### config.mk
export PLATFORM = sky130hd
export DESIGN_NAME = wav_header_chunk_parser_top
export DESIGN_NICKNAME = d
export VERILOG_FILES = /design/src/hw/rtl/whcp_pkg.sv /design/src/hw/rtl/whcp_walker.sv /design/src/hw/rtl/whcp_result.sv /design/src/hw/rtl/wav_header_chunk_parser_top.sv
export SDC_FILE = /design/constraint.sdc
export NUM_CORES = 1
export LEC_CHECK = 0
export BUFFER_PORTS_ARGS = -buffer_cell sky130_fd_sc_hd__buf_2
export CORE_ASPECT_RATIO = 0.9
export CORE_MARGIN = 1
export CORE_UTILIZATION = 55
export CTS_CLUSTER_SIZE = 40
export DETAILED_ROUTE_END_ITERATION = 10
export PLACE_DENSITY = 0.73
export SYNTH_ARGS = -nofsm -noshare
export SYNTH_HDL_FRONTEND = slang
export SYNTH_HIERARCHICAL = 1
export SYNTH_SLANG_ARGS = --single-unit
### constraint.sdc
create_clock -name i_clk -period 7.1 [get_ports i_clk]
set_input_delay 0.355 -clock i_clk [delete_from_list [all_inputs] [get_ports i_clk]]
set_output_delay 0.355 -clock i_clk [all_outputs]
set_load 0.01 [all_outputs]
### src/hw/rtl/whcp_pkg.sv
// ----------------------------------------------------------------------------
// whcp_pkg
// shared types and constants for the riff/wave header parser
// ----------------------------------------------------------------------------
package whcp_pkg;

    localparam logic [31:0] MIN_FILE_BYTES = 32'd44;
    localparam logic [31:0] FMT_MIN_BYTES  = 32'd16;
    localparam logic [15:0] PCM_FORMAT     = 16'd1;
    localparam logic [15:0] PCM_BITS       = 16'd16;

    // chunk and file ids as they appear little endian in the stream
    localparam logic [31:0] ID_RIFF = 32'h4646_4952;
    localparam logic [31:0] ID_WAVE = 32'h4556_4157;
    localparam logic [31:0] ID_FMT  = 32'h2074_6D66;
    localparam logic [31:0] ID_DATA = 32'h6174_6164;

    typedef enum logic [1:0] {
        PHASE_RIFF   = 2'd0,
        PHASE_HEADER = 2'd1,
        PHASE_BODY   = 2'd2,
        PHASE_PAD    = 2'd3
    } t_phase;

    typedef enum logic [1:0] {
        KIND_OTHER = 2'd0,
        KIND_FMT   = 2'd1,
        KIND_DATA  = 2'd2
    } t_kind;

    typedef enum logic [2:0] {
        ST_OK        = 3'd0,
        ST_SHORT     = 3'd1,
        ST_BAD_MAGIC = 3'd2,
        ST_NOT_PCM   = 3'd3,
        ST_NO_DATA   = 3'd4,
        ST_BAD_BITS  = 3'd5
    } t_status;

    // parse state as it stands after the final byte
    typedef struct packed {
        logic        len_short;
        logic        magic_good;
        logic        format_error;
        logic        data_found;
        logic [15:0] channels;
        logic [31:0] rate;
        logic [15:0] bits;
        logic [31:0] data_offset;
        logic [31:0] data_size;
    } t_summary;

    typedef struct packed {
        t_status     status;
        logic [15:0] channel_count;
        logic [31:0] rate_hz;
        logic [15:0] bits_per_sample;
        logic [31:0] pcm_offset;
        logic [31:0] pcm_bytes;
    } t_result;

endpackage

### src/hw/rtl/whcp_walker.sv
// ----------------------------------------------------------------------------
// whcp_walker
// per-byte chunk walk: magic check, header capture, body skip, fmt capture
// ----------------------------------------------------------------------------
module whcp_walker
    import whcp_pkg::*;
(
    input  logic       i_clk,
    input  logic       i_rst_n,
    input  logic       i_en,
    input  logic [7:0] i_byte,
    input  logic       i_last,
    output t_summary   o_summary
);

    logic [31:0] r_pos,       n_pos;
    t_phase      r_phase,     n_phase;
    logic [63:0] r_hdr,       n_hdr;
    logic [2:0]  r_fill,      n_fill;
    t_kind       r_kind,      n_kind;
    logic [32:0] r_chunk_end, n_chunk_end;
    logic [31:0] r_body_start, n_body_start;
    logic [4:0]  r_cnt,       n_cnt;
    logic        r_magic,     n_magic;
    logic        r_stopped,   n_stopped;
    logic [15:0] r_pfmt,      n_pfmt;
    logic [15:0] r_pch,       n_pch;
    logic [31:0] r_prate,     n_prate;
    logic [15:0] r_pbits,     n_pbits;
    logic [15:0] r_kch,       n_kch;
    logic [31:0] r_krate,     n_krate;
    logic [15:0] r_kbits,     n_kbits;
    logic [31:0] r_doff,      n_doff;
    logic [31:0] r_dsize,     n_dsize;
    logic        r_dfound,    n_dfound;
    logic        r_fmt_err,   n_fmt_err;

    logic [32:0] pos_inc;
    logic [63:0] hdr_base;
    logic        commit;

    assign pos_inc  = {1'b0, r_pos} + 33'd1;
    assign hdr_base = (r_fill == 3'd0) ? 64'd0 : r_hdr;

    always_comb begin
        n_pos        = r_pos;
        n_phase      = r_phase;
        n_hdr        = r_hdr;
        n_fill       = r_fill;
        n_kind       = r_kind;
        n_chunk_end  = r_chunk_end;
        n_body_start = r_body_start;
        n_cnt        = r_cnt;
        n_magic      = r_magic;
        n_stopped    = r_stopped;
        n_pfmt       = r_pfmt;
        n_pch        = r_pch;
        n_prate      = r_prate;
        n_pbits      = r_pbits;
        n_kch        = r_kch;
        n_krate      = r_krate;
        n_kbits      = r_kbits;
        n_doff       = r_doff;
        n_dsize      = r_dsize;
        n_dfound     = r_dfound;
        n_fmt_err    = r_fmt_err;
        commit       = 1'b0;

        if (i_en) begin
            n_pos = pos_inc[31:0];
        end

        if (i_en && !r_stopped) begin
            unique case (r_phase)
                PHASE_RIFF: begin
                    if (r_pos < 32'd4) begin
                        if (i_byte != ID_RIFF[{r_pos[1:0], 3'b000} +: 8]) begin
                            n_magic = 1'b0;
                        end
                    end else if (r_pos >= 32'd8 && r_pos < 32'd12) begin
                        if (i_byte != ID_WAVE[{r_pos[1:0], 3'b000} +: 8]) begin
                            n_magic = 1'b0;
                        end
                    end
                    if (r_pos >= 32'd11) begin
                        n_phase = PHASE_HEADER;
                        n_fill  = 3'd0;
                    end
                end
                PHASE_HEADER: begin
                    n_hdr  = hdr_base | ({56'd0, i_byte} << {r_fill, 3'b000});
                    n_fill = r_fill + 3'd1;
                    if (r_fill == 3'd7) begin
                        n_chunk_end  = pos_inc + {1'b0, n_hdr[63:32]};
                        n_body_start = pos_inc[31:0];
                        n_cnt        = 5'd0;
                        if (n_hdr[31:0] == ID_FMT && n_hdr[63:32] >= FMT_MIN_BYTES) begin
                            n_kind = KIND_FMT;
                        end else if (n_hdr[31:0] == ID_DATA) begin
                            n_kind = KIND_DATA;
                        end else begin
                            n_kind = KIND_OTHER;
                        end
                        n_pfmt  = 16'd0;
                        n_pch   = 16'd0;
                        n_prate = 32'd0;
                        n_pbits = 16'd0;
                        if (n_hdr[63:32] == 32'd0) begin
                            commit = 1'b1;
                        end else begin
                            n_phase = PHASE_BODY;
                        end
                    end
                end
                PHASE_BODY: begin
                    if (!r_cnt[4]) begin
                        n_cnt = r_cnt + 5'd1;
                        if (r_kind == KIND_FMT) begin
                            case (r_cnt[3:0])
                                4'd0:    n_pfmt[7:0]    = i_byte;
                                4'd1:    n_pfmt[15:8]   = i_byte;
                                4'd2:    n_pch[7:0]     = i_byte;
                                4'd3:    n_pch[15:8]    = i_byte;
                                4'd4:    n_prate[7:0]   = i_byte;
                                4'd5:    n_prate[15:8]  = i_byte;
                                4'd6:    n_prate[23:16] = i_byte;
                                4'd7:    n_prate[31:24] = i_byte;
                                4'd14:   n_pbits[7:0]   = i_byte;
                                4'd15:   n_pbits[15:8]  = i_byte;
                                default: ;
                            endcase
                        end
                    end
                    if (pos_inc == r_chunk_end) begin
                        commit  = 1'b1;
                        n_phase = r_hdr[32] ? PHASE_PAD : PHASE_HEADER;
                    end
                end
                PHASE_PAD: begin
                    n_phase = PHASE_HEADER;
                end
                default: begin
                    n_phase = PHASE_HEADER;
                end
            endcase

            // a counted chunk updates the kept fmt or data fields
            if (commit) begin
                if (n_kind == KIND_FMT) begin
                    n_kch   = n_pch;
                    n_krate = n_prate;
                    n_kbits = n_pbits;
                    if (n_pfmt != PCM_FORMAT) begin
                        n_fmt_err = 1'b1;
                        n_stopped = 1'b1;
                    end
                end else if (n_kind == KIND_DATA) begin
                    n_doff   = n_body_start;
                    n_dsize  = n_hdr[63:32];
                    n_dfound = 1'b1;
                end
            end
        end
    end

    always_comb begin
        o_summary.len_short    = (r_pos < (MIN_FILE_BYTES - 32'd1));
        o_summary.magic_good   = n_magic;
        o_summary.format_error = n_fmt_err;
        o_summary.data_found   = n_dfound;
        o_summary.channels     = n_kch;
        o_summary.rate         = n_krate;
        o_summary.bits         = n_kbits;
        o_summary.data_offset  = n_doff;
        o_summary.data_size    = n_dsize;
    end

    // the final byte of a file returns everything to the reset values
    always_ff @(posedge i_clk) begin
        if (!i_rst_n || (i_en && i_last)) begin
            r_pos        <= 32'd0;
            r_phase      <= PHASE_RIFF;
            r_hdr        <= 64'd0;
            r_fill       <= 3'd0;
            r_kind       <= KIND_OTHER;
            r_chunk_end  <= 33'd0;
            r_body_start <= 32'd0;
            r_cnt        <= 5'd0;
            r_magic      <= 1'b1;
            r_stopped    <= 1'b0;
            r_pfmt       <= 16'd0;
            r_pch        <= 16'd0;
            r_prate      <= 32'd0;
            r_pbits      <= 16'd0;
            r_kch        <= 16'd0;
            r_krate      <= 32'd0;
            r_kbits      <= 16'd0;
            r_doff       <= 32'd0;
            r_dsize      <= 32'd0;
            r_dfound     <= 1'b0;
            r_fmt_err    <= 1'b0;
        end else begin
            r_pos        <= n_pos;
            r_phase      <= n_phase;
            r_hdr        <= n_hdr;
            r_fill       <= n_fill;
            r_kind       <= n_kind;
            r_chunk_end  <= n_chunk_end;
            r_body_start <= n_body_start;
            r_cnt        <= n_cnt;
            r_magic      <= n_magic;
            r_stopped    <= n_stopped;
            r_pfmt       <= n_pfmt;
            r_pch        <= n_pch;
            r_prate      <= n_prate;
            r_pbits      <= n_pbits;
            r_kch        <= n_kch;
            r_krate      <= n_krate;
            r_kbits      <= n_kbits;
            r_doff       <= n_doff;
            r_dsize      <= n_dsize;
            r_dfound     <= n_dfound;
            r_fmt_err    <= n_fmt_err;
        end
    end

endmodule

### src/hw/rtl/whcp_result.sv
// ----------------------------------------------------------------------------
// whcp_result
// status priority encode and field zeroing on failure
// ----------------------------------------------------------------------------
module whcp_result
    import whcp_pkg::*;
(
    input  t_summary i_summary,
    output t_result  o_result
);

    t_status status;

    always_comb begin
        if (i_summary.len_short) begin
            status = ST_SHORT;
        end else if (!i_summary.magic_good) begin
            status = ST_BAD_MAGIC;
        end else if (i_summary.format_error) begin
            status = ST_NOT_PCM;
        end else if (!i_summary.data_found || i_summary.data_size == 32'd0) begin
            status = ST_NO_DATA;
        end else if (i_summary.bits != PCM_BITS) begin
            status = ST_BAD_BITS;
        end else begin
            status = ST_OK;
        end
    end

    always_comb begin
        o_result.status = status;
        if (status == ST_OK) begin
            o_result.channel_count   = i_summary.channels;
            o_result.rate_hz         = i_summary.rate;
            o_result.bits_per_sample = i_summary.bits;
            o_result.pcm_offset      = i_summary.data_offset;
            o_result.pcm_bytes       = i_summary.data_size;
        end else begin
            o_result.channel_count   = 16'd0;
            o_result.rate_hz         = 32'd0;
            o_result.bits_per_sample = 16'd0;
            o_result.pcm_offset      = 32'd0;
            o_result.pcm_bytes       = 32'd0;
        end
    end

endmodule

### src/hw/rtl/wav_header_chunk_parser_top.sv
// ----------------------------------------------------------------------------
// wav_header_chunk_parser_top
// riff/wave header parser, one file byte per request, one result per file
// ----------------------------------------------------------------------------
// path: a byte is held in the input register; the result of the final byte
//   is formed from it combinationally and captured in the output register
// throughput: one byte per cycle; the only stall is a final byte whose result
//   finds the output register still held by the sink
// reset: synchronous, active low; clears handshake state and all parse state
// ----------------------------------------------------------------------------
module wav_header_chunk_parser_top
    import whcp_pkg::*;
(
    input  logic         i_clk,
    input  logic         i_rst_n,
    // input stream, one file byte per request
    input  logic         s_axis_tvalid,
    output logic         s_axis_tready,
    input  logic [7:0]   s_axis_tdata,   // [7:0] file_byte
    input  logic         s_axis_tlast,   // is_last
    // result stream, one request per file
    output logic         m_axis_tvalid,
    input  logic         m_axis_tready,
    output logic [135:0] m_axis_tdata    // [2:0] status, [18:3] channel_count,
                                         // [50:19] rate_hz,
                                         // [66:51] bits_per_sample,
                                         // [98:67] pcm_offset,
                                         // [130:99] pcm_bytes, rest zero
);

    // input register
    logic       r_in_vld;
    logic [7:0] r_in_byte;
    logic       r_in_last;

    // output register
    logic       r_out_vld;
    t_result    r_out;

    logic       walk_fire;
    t_summary   summary;
    t_result    result;

    // a byte moves on unless it is the final one and the result slot is busy
    assign walk_fire     = r_in_vld && (!r_in_last || !r_out_vld || m_axis_tready);
    assign s_axis_tready = !r_in_vld || walk_fire;

    always_ff @(posedge i_clk) begin
        if (!i_rst_n) begin
            r_in_vld <= 1'b0;
        end else if (s_axis_tready) begin
            r_in_vld <= s_axis_tvalid;
        end
    end

    // payload register, no reset needed
    always_ff @(posedge i_clk) begin
        if (s_axis_tready && s_axis_tvalid) begin
            r_in_byte <= s_axis_tdata;
            r_in_last <= s_axis_tlast;
        end
    end

    // chunk walk and per-file state
    whcp_walker u_walker (
        .i_clk     (i_clk),
        .i_rst_n   (i_rst_n),
        .i_en      (walk_fire),
        .i_byte    (r_in_byte),
        .i_last    (r_in_last),
        .o_summary (summary)
    );

    // status and result fields from the state after the final byte
    whcp_result u_result (
        .i_summary (summary),
        .o_result  (result)
    );

    always_ff @(posedge i_clk) begin
        if (!i_rst_n) begin
            r_out_vld <= 1'b0;
        end else if (walk_fire && r_in_last) begin
            r_out_vld <= 1'b1;
        end else if (m_axis_tready) begin
            r_out_vld <= 1'b0;
        end
    end

    always_ff @(posedge i_clk) begin
        if (walk_fire && r_in_last) begin
            r_out <= result;
        end
    end

    assign m_axis_tvalid = r_out_vld;
    assign m_axis_tdata  = {5'd0,
                            r_out.pcm_bytes,
                            r_out.pcm_offset,
                            r_out.bits_per_sample,
                            r_out.rate_hz,
                            r_out.channel_count,
                            r_out.status};

endmodule

==> impl_metrics.csv, run 1 <==
group,metric,value,unit
global_routing,grt_start_max_net_pins,115,
placed_design,dp_slack,767,ps
die,core_box_area,46800,um^2
sta,timing.final.setup_violations,0,
logic_synthesis,ys.flop_type,"dfxtp_1",
hold_path,worstHoldPathType,"in -> reg",
logic_synthesis,asyncSetResetFlopFracSynth,0,
hold_path,hold_path_startpoint,"m_axis_tready",
worst_setup_path,end_kind,"register",
final_layout,antennaDiodeCount,0,
clock_network,tritoncts,"yes",
sta,layout_worst_path_cycle_share,0.907,
clock_network,clkLatencyLatePin,630,ps
route,routedWlPerCell,20.6,um
sta,timing_hold_violations_final,0,
logic_synthesis,synth_top_cell_by_area,"dfxtp_1",
clock_network,clock_sinks,527,
die,io_pins,151,
sta,timing.max_slew.rel_slack,0.171,
sta,setup_slack,661,ps
worst_setup_path,critical_path.reg2reg.endpoint,"m_axis_tdata[88]$_DFFE_PP_",
power,cellInternalPower,4.93,mW
clock_network,cts_made_buffers,55,
sta,timing.setup.tns,0,ps
route,routed_via_density,6.09,
die,floorplan.rows,75,
worst_setup_path,startpoint_type,"register",
placed_design,count_of_input_and_output_buffers,145,
power,static-leakage-power,11.8,nW
sta,skew,23.7,ps
sta,fmaxAchievable,0.155,GHz
global_routing,first_global_vias,20833,
placed_design,gp_congestion,1.01,
clock_network,path_clk_slew,60,ps
hold_path,whs_path_depth,3,
logic_synthesis,synthDominantCellAreaShare,0.295,
logic_synthesis,synth.yosys.warnings,6,
worst_setup_path,timing.reg2reg.setup_slack,660,ps
route,drtIter0Drc,2369,
final_layout,nFillCells,3911,
global_routing,grt_overflow_total,0,
die,die_h,209,um
route,total_iterations_of_the_first_detailed_routing_run,6,
power,irDropWorstVdd,0.000188,V
global_routing,antenna_found_initial,0,
logic_synthesis,synth.top_cells.by_count,"387 x dfxtp_1, 346 x nand2_1, 299 x nor2_1",
die,fp.dieArea,48600,um^2
die,floorplan.die.width,232,um
sta,final_report_max_slew_violation_count,0,
final_layout,num-nets-final,3047,
die,start_util,0.561,
worst_setup_path,timing.critical_path.fanout_max,81,
route,num_vias,22230,
route,drcViolationCount,0,
logic_synthesis,postSynthAreaPerCell,8.92,um^2
route,detail_route.wirelength,75300,um
outcome,outcome,"finished, final reports clean",
logic_synthesis,synth_seq_cells,527,
power,clkPwrFrac,0.483,
power,switching_power,1.38,mW
final_layout,post_route_cells_drive_above_1_share,0.140,
logic_synthesis,yosys.cell_count.top_type,"dfxtp_1",
worst_setup_path,r2r.worst_path.cells,15,
worst_setup_path,wp_data_required,7570,ps
logic_synthesis,syn-instance-count,2944,
power,comb_power_share,0.025,
clock_network,clock-root-buffer,"clkbuf_16",
logic_synthesis,syn_area,26300,um^2
placed_design,dp_hpwl,52400,um
worst_setup_path,worst-endpoint-arrival,6910,ps
logic_synthesis,yosysSeqAreaShare,0.455,
clock_network,cts-htree-levels,2,
power,sequentialPowerShare,0.492,
worst_setup_path,timing.setup.critical_path_class,"reg -> reg",
run,timing.max_cap.violations,0,
clock_network,post_cts_resized,0,
sta,grt_setup_unrepaired,"no",
clock_network,clk_path_buf_depth,3,
worst_setup_path,worst_r2r_startpoint,"u_walker/r_pos[0]$_SDFFE_PP0P_",
clock_network,cts_setup_buffers,0,
final_layout,layout_utilization,0.623,
power,sw_frac_of_total,0.219,
power,finalPower,6.31,mW
final_layout,synthToLayoutAreaGrowth,11.2,%
logic_synthesis,synthDistinctLibCells,91,
route,route.antenna.remaining_nets,0,
global_routing,all_layer_global_routing_usage,0.304,
sta,worstMarginPinSlew,1240,ps
sta,finalCriticalPeriod,6440,ps
logic_synthesis,synth-edff-count,140,
hold_path,min_delay_worst_endpoint,"m_axis_tvalid$_SDFFE_PN0P_",
global_routing,grt_pass1_wl,116000,um
logic_synthesis,synthTopCellsByArea,"dfxtp_1 29%, edfxtp_1 16%, a22oi_1 5.2%, nand2_1 4.9%, a21oi_1 4.5%",
clock_network,holdBufCountCts,10,
power,power_density,216,nW/um^2
-- metrics by stage --
step / hold WS, ps / cell area [um^2] / std cells
2_1_floorplan: 432 / 26300 / 2962
3_3_place_gp: 442 / 27200 / 3536
3_5_place_dp: 452 / 27200 / 3536
4_1_cts: 8.52 / 29200 / 3650
5_1_grt: 29.3 / 29200 / 3650
6_report: 27.2 / 29200 / 3650
-- worst max-delay path by stage --
stage                                               from  cells after the start                          to  slack [ps]
after CTS                 u_walker/r_pos[0]$_SDFFE_PP0P_                     15  m_axis_tdata[88]$_DFFE_PP_         720
after detailed placement  u_walker/r_pos[0]$_SDFFE_PP0P_                     15  m_axis_tdata[82]$_DFFE_PP_         770
after global routing      u_walker/r_pos[0]$_SDFFE_PP0P_                     15  m_axis_tdata[89]$_DFFE_PP_         270
after floorplan               m_axis_tvalid$_SDFFE_PN0P_                      2   m_axis_tdata[0]$_DFFE_PP_         490
final                     u_walker/r_pos[0]$_SDFFE_PP0P_                     15  m_axis_tdata[88]$_DFFE_PP_         660
after global placement    u_walker/r_pos[0]$_SDFFE_PP0P_                     16  m_axis_tdata[90]$_DFFE_PP_         980
-- layer usage --
layer / track usage / wire length, um / up-vias
met2: 0.450 / 32600 / 966
met1: 0.448 / 34400 / 10630
li1: - / - / 10494
met3: 0.0571 / 6520 / 140
met5: 0 / 0 / -
met4: 0.0885 / 1760 / 0
-- power by group through the flow --
stage	Sequential, mW	Clock, mW	Combinational, mW
3_3_place_gp	3.17	0	0.150
2_1_floorplan	3.17	0	0.101
6_report	3.11	3.05	0.160
4_1_cts	3.10	3.10	0.157
5_1_grt	3.10	3.20	0.169
3_5_place_dp	3.17	0	0.152
-- logic make-up (layout without fill, tap and decap cells) --
kind of cell / count (synthesis) / after routing / synth area share
AND/OR/NAND/NOR: 1187 / 1187 / 0.225
adder cells (fa/ha/maj): 49 / 49 / 0.0234
buffers and inverters: 305 / 377 / 0.0522
flip-flops: 527 / 527 / 0.455
other: 2 / 20 / 0.000286
AO/OA/AOI/OAI: 666 / 666 / 0.164
multiplexers: 103 / 103 / 0.0438
XOR/XNOR: 105 / 105 / 0.0366
-- registers in the layout, indices dropped and copies added (netlist names), 3 cells and up --
register and cells:
u_walker/r_pbits 16, u_walker/r_krate 32, u_walker/r_hdr 64, u_walker/r_chunk_end 33
u_walker/r_dsize 32, u_walker/r_kch 16, u_walker/r_body_start 32, r_in_byte 8
u_walker/r_pch 16, m_axis_tdata 131, u_walker/r_fill 3, u_walker/r_pfmt 16
u_walker/r_doff 32, u_walker/r_kbits 16, u_walker/r_prate 32, u_walker/r_cnt 5
u_walker/r_pos 32
-- cell usage in the layout, fill, tap and decap left out, types with 28 or more instances in the layout --
master     instances
mux2_2            95
a22oi_1          181
a21oi_1          234
or2_1             60
dfxtp_1          387
xor2_1            49
xnor2_1           53
inv_1             63
nand3_1           52
and3_1           131
ha_1              45
nor4_1            40
and2_1            82
nand4_1           30
clkbuf_16         57
nor2_1           297
buf_4             52
o21ai_0           72
buf_2            145
edfxtp_1         140
nand2_1          344
a211oi_1          53
nor3_1            28
-- critical path, stage by stage, from the launching register on --
cell and delay (ps):
dfxtp_1 590, ha_1 380, and4_1 340, nand4_1 310, nor3_1 650, xnor2_1 210, o22a_1 230, nand4_1 120
or4_4 190, a2111o_2 430, buf_4 320, a21oi_1 100, or2_2 340, nor3b_4 1010, buf_4 690, and3_1 280
-- area by class of cell --
| class | instances | area [um^2] | share of cell area |
|---|---|---|---|
| multi-input combinational | 2130 | 13100 | 0.447 |
| sequential | 527 | 12000 | 0.409 |
| clock buffer | 84 | 1630 | 0.0558 |
| timing repair buffer | 208 | 1240 | 0.0423 |
| tap | 616 | 771 | 0.0264 |
| clock inverter | 20 | 302 | 0.0103 |
| inverter | 65 | 244 | 0.00836 |
Power figures use the tool's default switching activity.
==> run 2: changes to the inputs <==
--- a/config.mk
+++ b/config.mk
@@ -5,6 +5,7 @@
 export SDC_FILE = /design/constraint.sdc
 export NUM_CORES = 1
 export LEC_CHECK = 0
+export ABC_AREA = 1
 export BUFFER_PORTS_ARGS = -buffer_cell sky130_fd_sc_hd__buf_2
 export CORE_ASPECT_RATIO = 0.9
 export CORE_MARGIN = 1
==> constraint.sdc (replaced) <==
create_clock -name i_clk -period 7.8 [get_ports i_clk]
set_input_delay 0.39 -clock i_clk [delete_from_list [all_inputs] [get_ports i_clk]]
set_output_delay 0.39 -clock i_clk [all_outputs]
set_load 0.01 [all_outputs]
==> run 2 against run 1 <==
Net effect:
- worst hold slack better by 9.1 ps
- critical path type unchanged
- critical endpoint is now m_axis_tdata[29]$_DFFE_PP_
- first-iteration DRC count is 30% higher
- count of clock-buffer cells in the layout decreased by 7
==> impl_metrics.csv, run 2 <==
group,metric,value,unit
worst_setup_path,end_kind,"register",
placed_design,count_of_input_and_output_buffers,145,
logic_synthesis,synthMuxAreaShare,0.00140,
final_layout,area.sequential,12000,um^2
route,total_iterations_of_the_first_detailed_routing_run,7,
die,io_pins,151,
logic_synthesis,synthXorXnorAreaFrac,0.00847,
clock_network,tritoncts,"yes",
route,routedWlPerCell,16.0,um
outcome,outcome,"finished, final reports clean",
logic_synthesis,ys.flop_type,"dfxtp_1",
logic_synthesis,synthSimpleGateAreaFrac,0.247,
sta,timing.max_slew.rel_slack,0.184,
run,timing.max_cap.violations,0,
sta,skew,31.1,ps
hold_path,hold_path_startpoint,"i_rst_n",
route,route.antenna.remaining_nets,0,
final_layout,synthToLayoutAreaGrowth,9.48,%
global_routing,grt_pass1_wl,122000,um
logic_synthesis,yosys.cell_count.top_type,"inv_1",
die,core_box_area,50700,um^2
worst_setup_path,wp_data_required,8260,ps
route,routed_via_density,5.34,
global_routing,first_global_vias,22483,
placed_design,placed_instance_area,29300,um^2
sta,grt_setup_unrepaired,"no",
power,cellInternalPower,4.58,mW
clock_network,cts_made_buffers,55,
worst_setup_path,critical_path.most_common_cell,"nor2_1",
final_layout,antennaDiodeCount,0,
placed_design,dp_hpwl,53900,um
final_layout,num-nets-final,4232,
logic_synthesis,synth_top_cell_by_area,"dfxtp_1",
clock_network,cts-htree-levels,2,
logic_synthesis,syn_area,28500,um^2
route,drcViolationCount,0,
logic_synthesis,synth.top_cells.by_count,"937 x inv_1, 792 x nand2_1, 448 x nor2_1",
global_routing,antenna_found_initial,0,
clock_network,clock_sinks,527,
hold_path,worstHoldPathType,"in -> reg",
final_layout,layout_utilization,0.615,
worst_setup_path,timing.critical_path.fanout_max,65,
power,comb_power_share,0.101,
worst_setup_path,crit_path_top_delay_cell,"nor2_1",
power,irDropWorstVdd,0.000154,V
global_routing,grt_overflow_total,0,
global_routing,all_layer_global_routing_usage,0.290,
sta,layout_worst_path_cycle_share,0.801,
power,clkPwrFrac,0.429,
sta,worstMarginPinSlew,1220,ps
final_layout,mostFrequentLayoutCell,"inv_1",
clock_network,path_clk_slew,60,ps
sta,finalCriticalPeriod,6250,ps
sta,timing_hold_violations_final,0,
logic_synthesis,postSynthAreaPerCell,6.88,um^2
logic_synthesis,synth_seq_cells,527,
die,fp.dieArea,52800,um^2
die,floorplan.rows,78,
clock_network,post_cts_resized,0,
sta,timing.setup.tns,0,ps
route,drtIter0Drc,3078,
route,detail_route.wirelength,78400,um
clock_network,clock-root-buffer,"clkbuf_16",
worst_setup_path,startpoint_type,"register",
worst_setup_path,crit_family,"simple AND/OR/NAND/NOR gates",
worst_setup_path,timing.setup.critical_path_class,"reg -> reg",
logic_synthesis,syn-instance-count,4145,
logic_synthesis,synthDistinctLibCells,58,
logic_synthesis,synthTopCellsByArea,"dfxtp_1 27%, edfxtp_1 15%, inv_1 12%, nand2_1 10%, nor2_1 5.9%",
clock_network,clk_path_buf_depth,3,
power,sequentialPowerShare,0.470,
worst_setup_path,path_buf_inv,8,
placed_design,gp_congestion,0.972,
route,num_vias,26158,
worst_setup_path,worst-endpoint-arrival,6700,ps
logic_synthesis,synth-compound-area-share,0.136,
final_layout,most-common-layout-cells,"933 x inv_1, 791 x nand2_1, 444 x nor2_1",
sta,fmaxAchievable,0.160,GHz
logic_synthesis,synth.yosys.warnings,6,
final_layout,nFillCells,4743,
final_layout,post-route-cell-area,31200,um^2
final_layout,largest_register_ffs,131,
die,start_util,0.562,
logic_synthesis,asyncSetResetFlopFracSynth,0,
logic_synthesis,adder_and_majority_cell_fraction_of_the_synthesized_area,0.0209,
sta,timing.final.setup_violations,0,
clock_network,holdBufCountCts,9,
clock_network,cts_setup_buffers,0,
logic_synthesis,yosysSeqAreaShare,0.419,
power,sw_frac_of_total,0.263,
worst_setup_path,worst_r2r_startpoint,"u_walker/r_fill[1]$_SDFFE_PP0P_",
sta,final_report_max_slew_violation_count,0,
global_routing,grt_start_max_net_pins,116,
die,floorplan.die.width,242,um
power,power_density,199,nW/um^2
logic_synthesis,synthDominantCellAreaShare,0.272,
power,static-leakage-power,14.9,nW
worst_setup_path,max_stage_delay,790,ps
clock_network,clkLatencyLatePin,630,ps
power,finalPower,6.21,mW
final_layout,multi_input_comb_area,11900,um^2
die,die_h,218,um
worst_setup_path,setup.worst_path.start,"u_walker/r_fill[1]$_SDFFE_PP0P_",
final_layout,post_route_cells_drive_above_1_share,0.0740,
logic_synthesis,combinational_family_with_the_most_area_after_synthesis,"simple AND/OR/NAND/NOR gates",
power,switching_power,1.63,mW
logic_synthesis,synth-edff-count,140,
worst_setup_path,timing.reg2reg.setup_slack,1550,ps
[run 2: cell types whose count changed in the layout (fill, tap and decap cells not counted), sizes merged, moves of 82 or more]
cell   before  now
and3      131    0
nor2      299  466
o21ai      76  286
mux2       95    0
inv        66  943
nand4      31  200
nand2     347  796
a22oi     181   15
and2       83    1
[run 2: power by group through the flow]
| stage | clock network [mW] | registers [mW] | logic, mW |
|---|---|---|---|
| 3_5_place_dp | 0 | 2.98 | 0.601 |
| 2_1_floorplan | 0 | 2.98 | 0.427 |
| 6_report | 2.66 | 2.92 | 0.625 |
| 3_3_place_gp | 0 | 2.98 | 0.598 |
| 5_1_grt | 2.83 | 2.93 | 0.685 |
| 4_1_cts | 2.71 | 2.92 | 0.608 |
[run 2: layout make-up]
type,count,area share
Tap cell,680,0.0273
Clock buffer,77,0.0490
Clock inverter,26,0.00942
Multi-Input combinational cell,2452,0.383
Sequential cell,527,0.383
Timing Repair Buffer,188,0.0347
Inverter,948,0.114
[run 2: stage by stage]
stage          hold WS [ps]  instances  worst slack, ps
2_1_floorplan           414       4163             3970
3_3_place_gp            427       4786             1860
3_5_place_dp            439       4786             1670
4_1_cts                13.7       4898             1650
5_1_grt                25.5       4898             1010
6_report               36.4       4898             1550
[run 2: path summary, 6_finish.rpt]
kind / end / cells after the start
max: m_axis_tdata[29]$_DFFE_PP_ / 28
min: m_axis_tvalid$_SDFFE_PN0P_ / 3
max reg2reg: m_axis_tdata[29]$_DFFE_PP_ / 28
min reg2reg: u_walker/r_magic$_SDFF_PP1_ / 2
[run 2: logic make-up (layout without fill, tap and decap cells)]
kind of cell	count (synthesis)	after routing
AND/OR/NAND/NOR	1643	1643
AO/OA/AOI/OAI	712	712
other	2	20
XOR/XNOR	26	26
buffers and inverters	1184	1239
multiplexers	4	4
adder cells (fa/ha/maj)	47	47
flip-flops	527	527
[run 2: worst min-delay path: cells and delay by family]
kind / cells / cell delay, ps
and+or+nand+nor: 1 / 60
buffers and inverters: 2 / 160
[run 2: layer usage]
| metal | part of all wire | track usage |
|---|---|---|
| met1 | 0.47 | 0.440 |
| met2 | 0.40 | 0.403 |
| met3 | 0.11 | 0.0737 |
| met4 | 0.020 | 0.0711 |
| met5 | 0.0015 | 0.0165 |
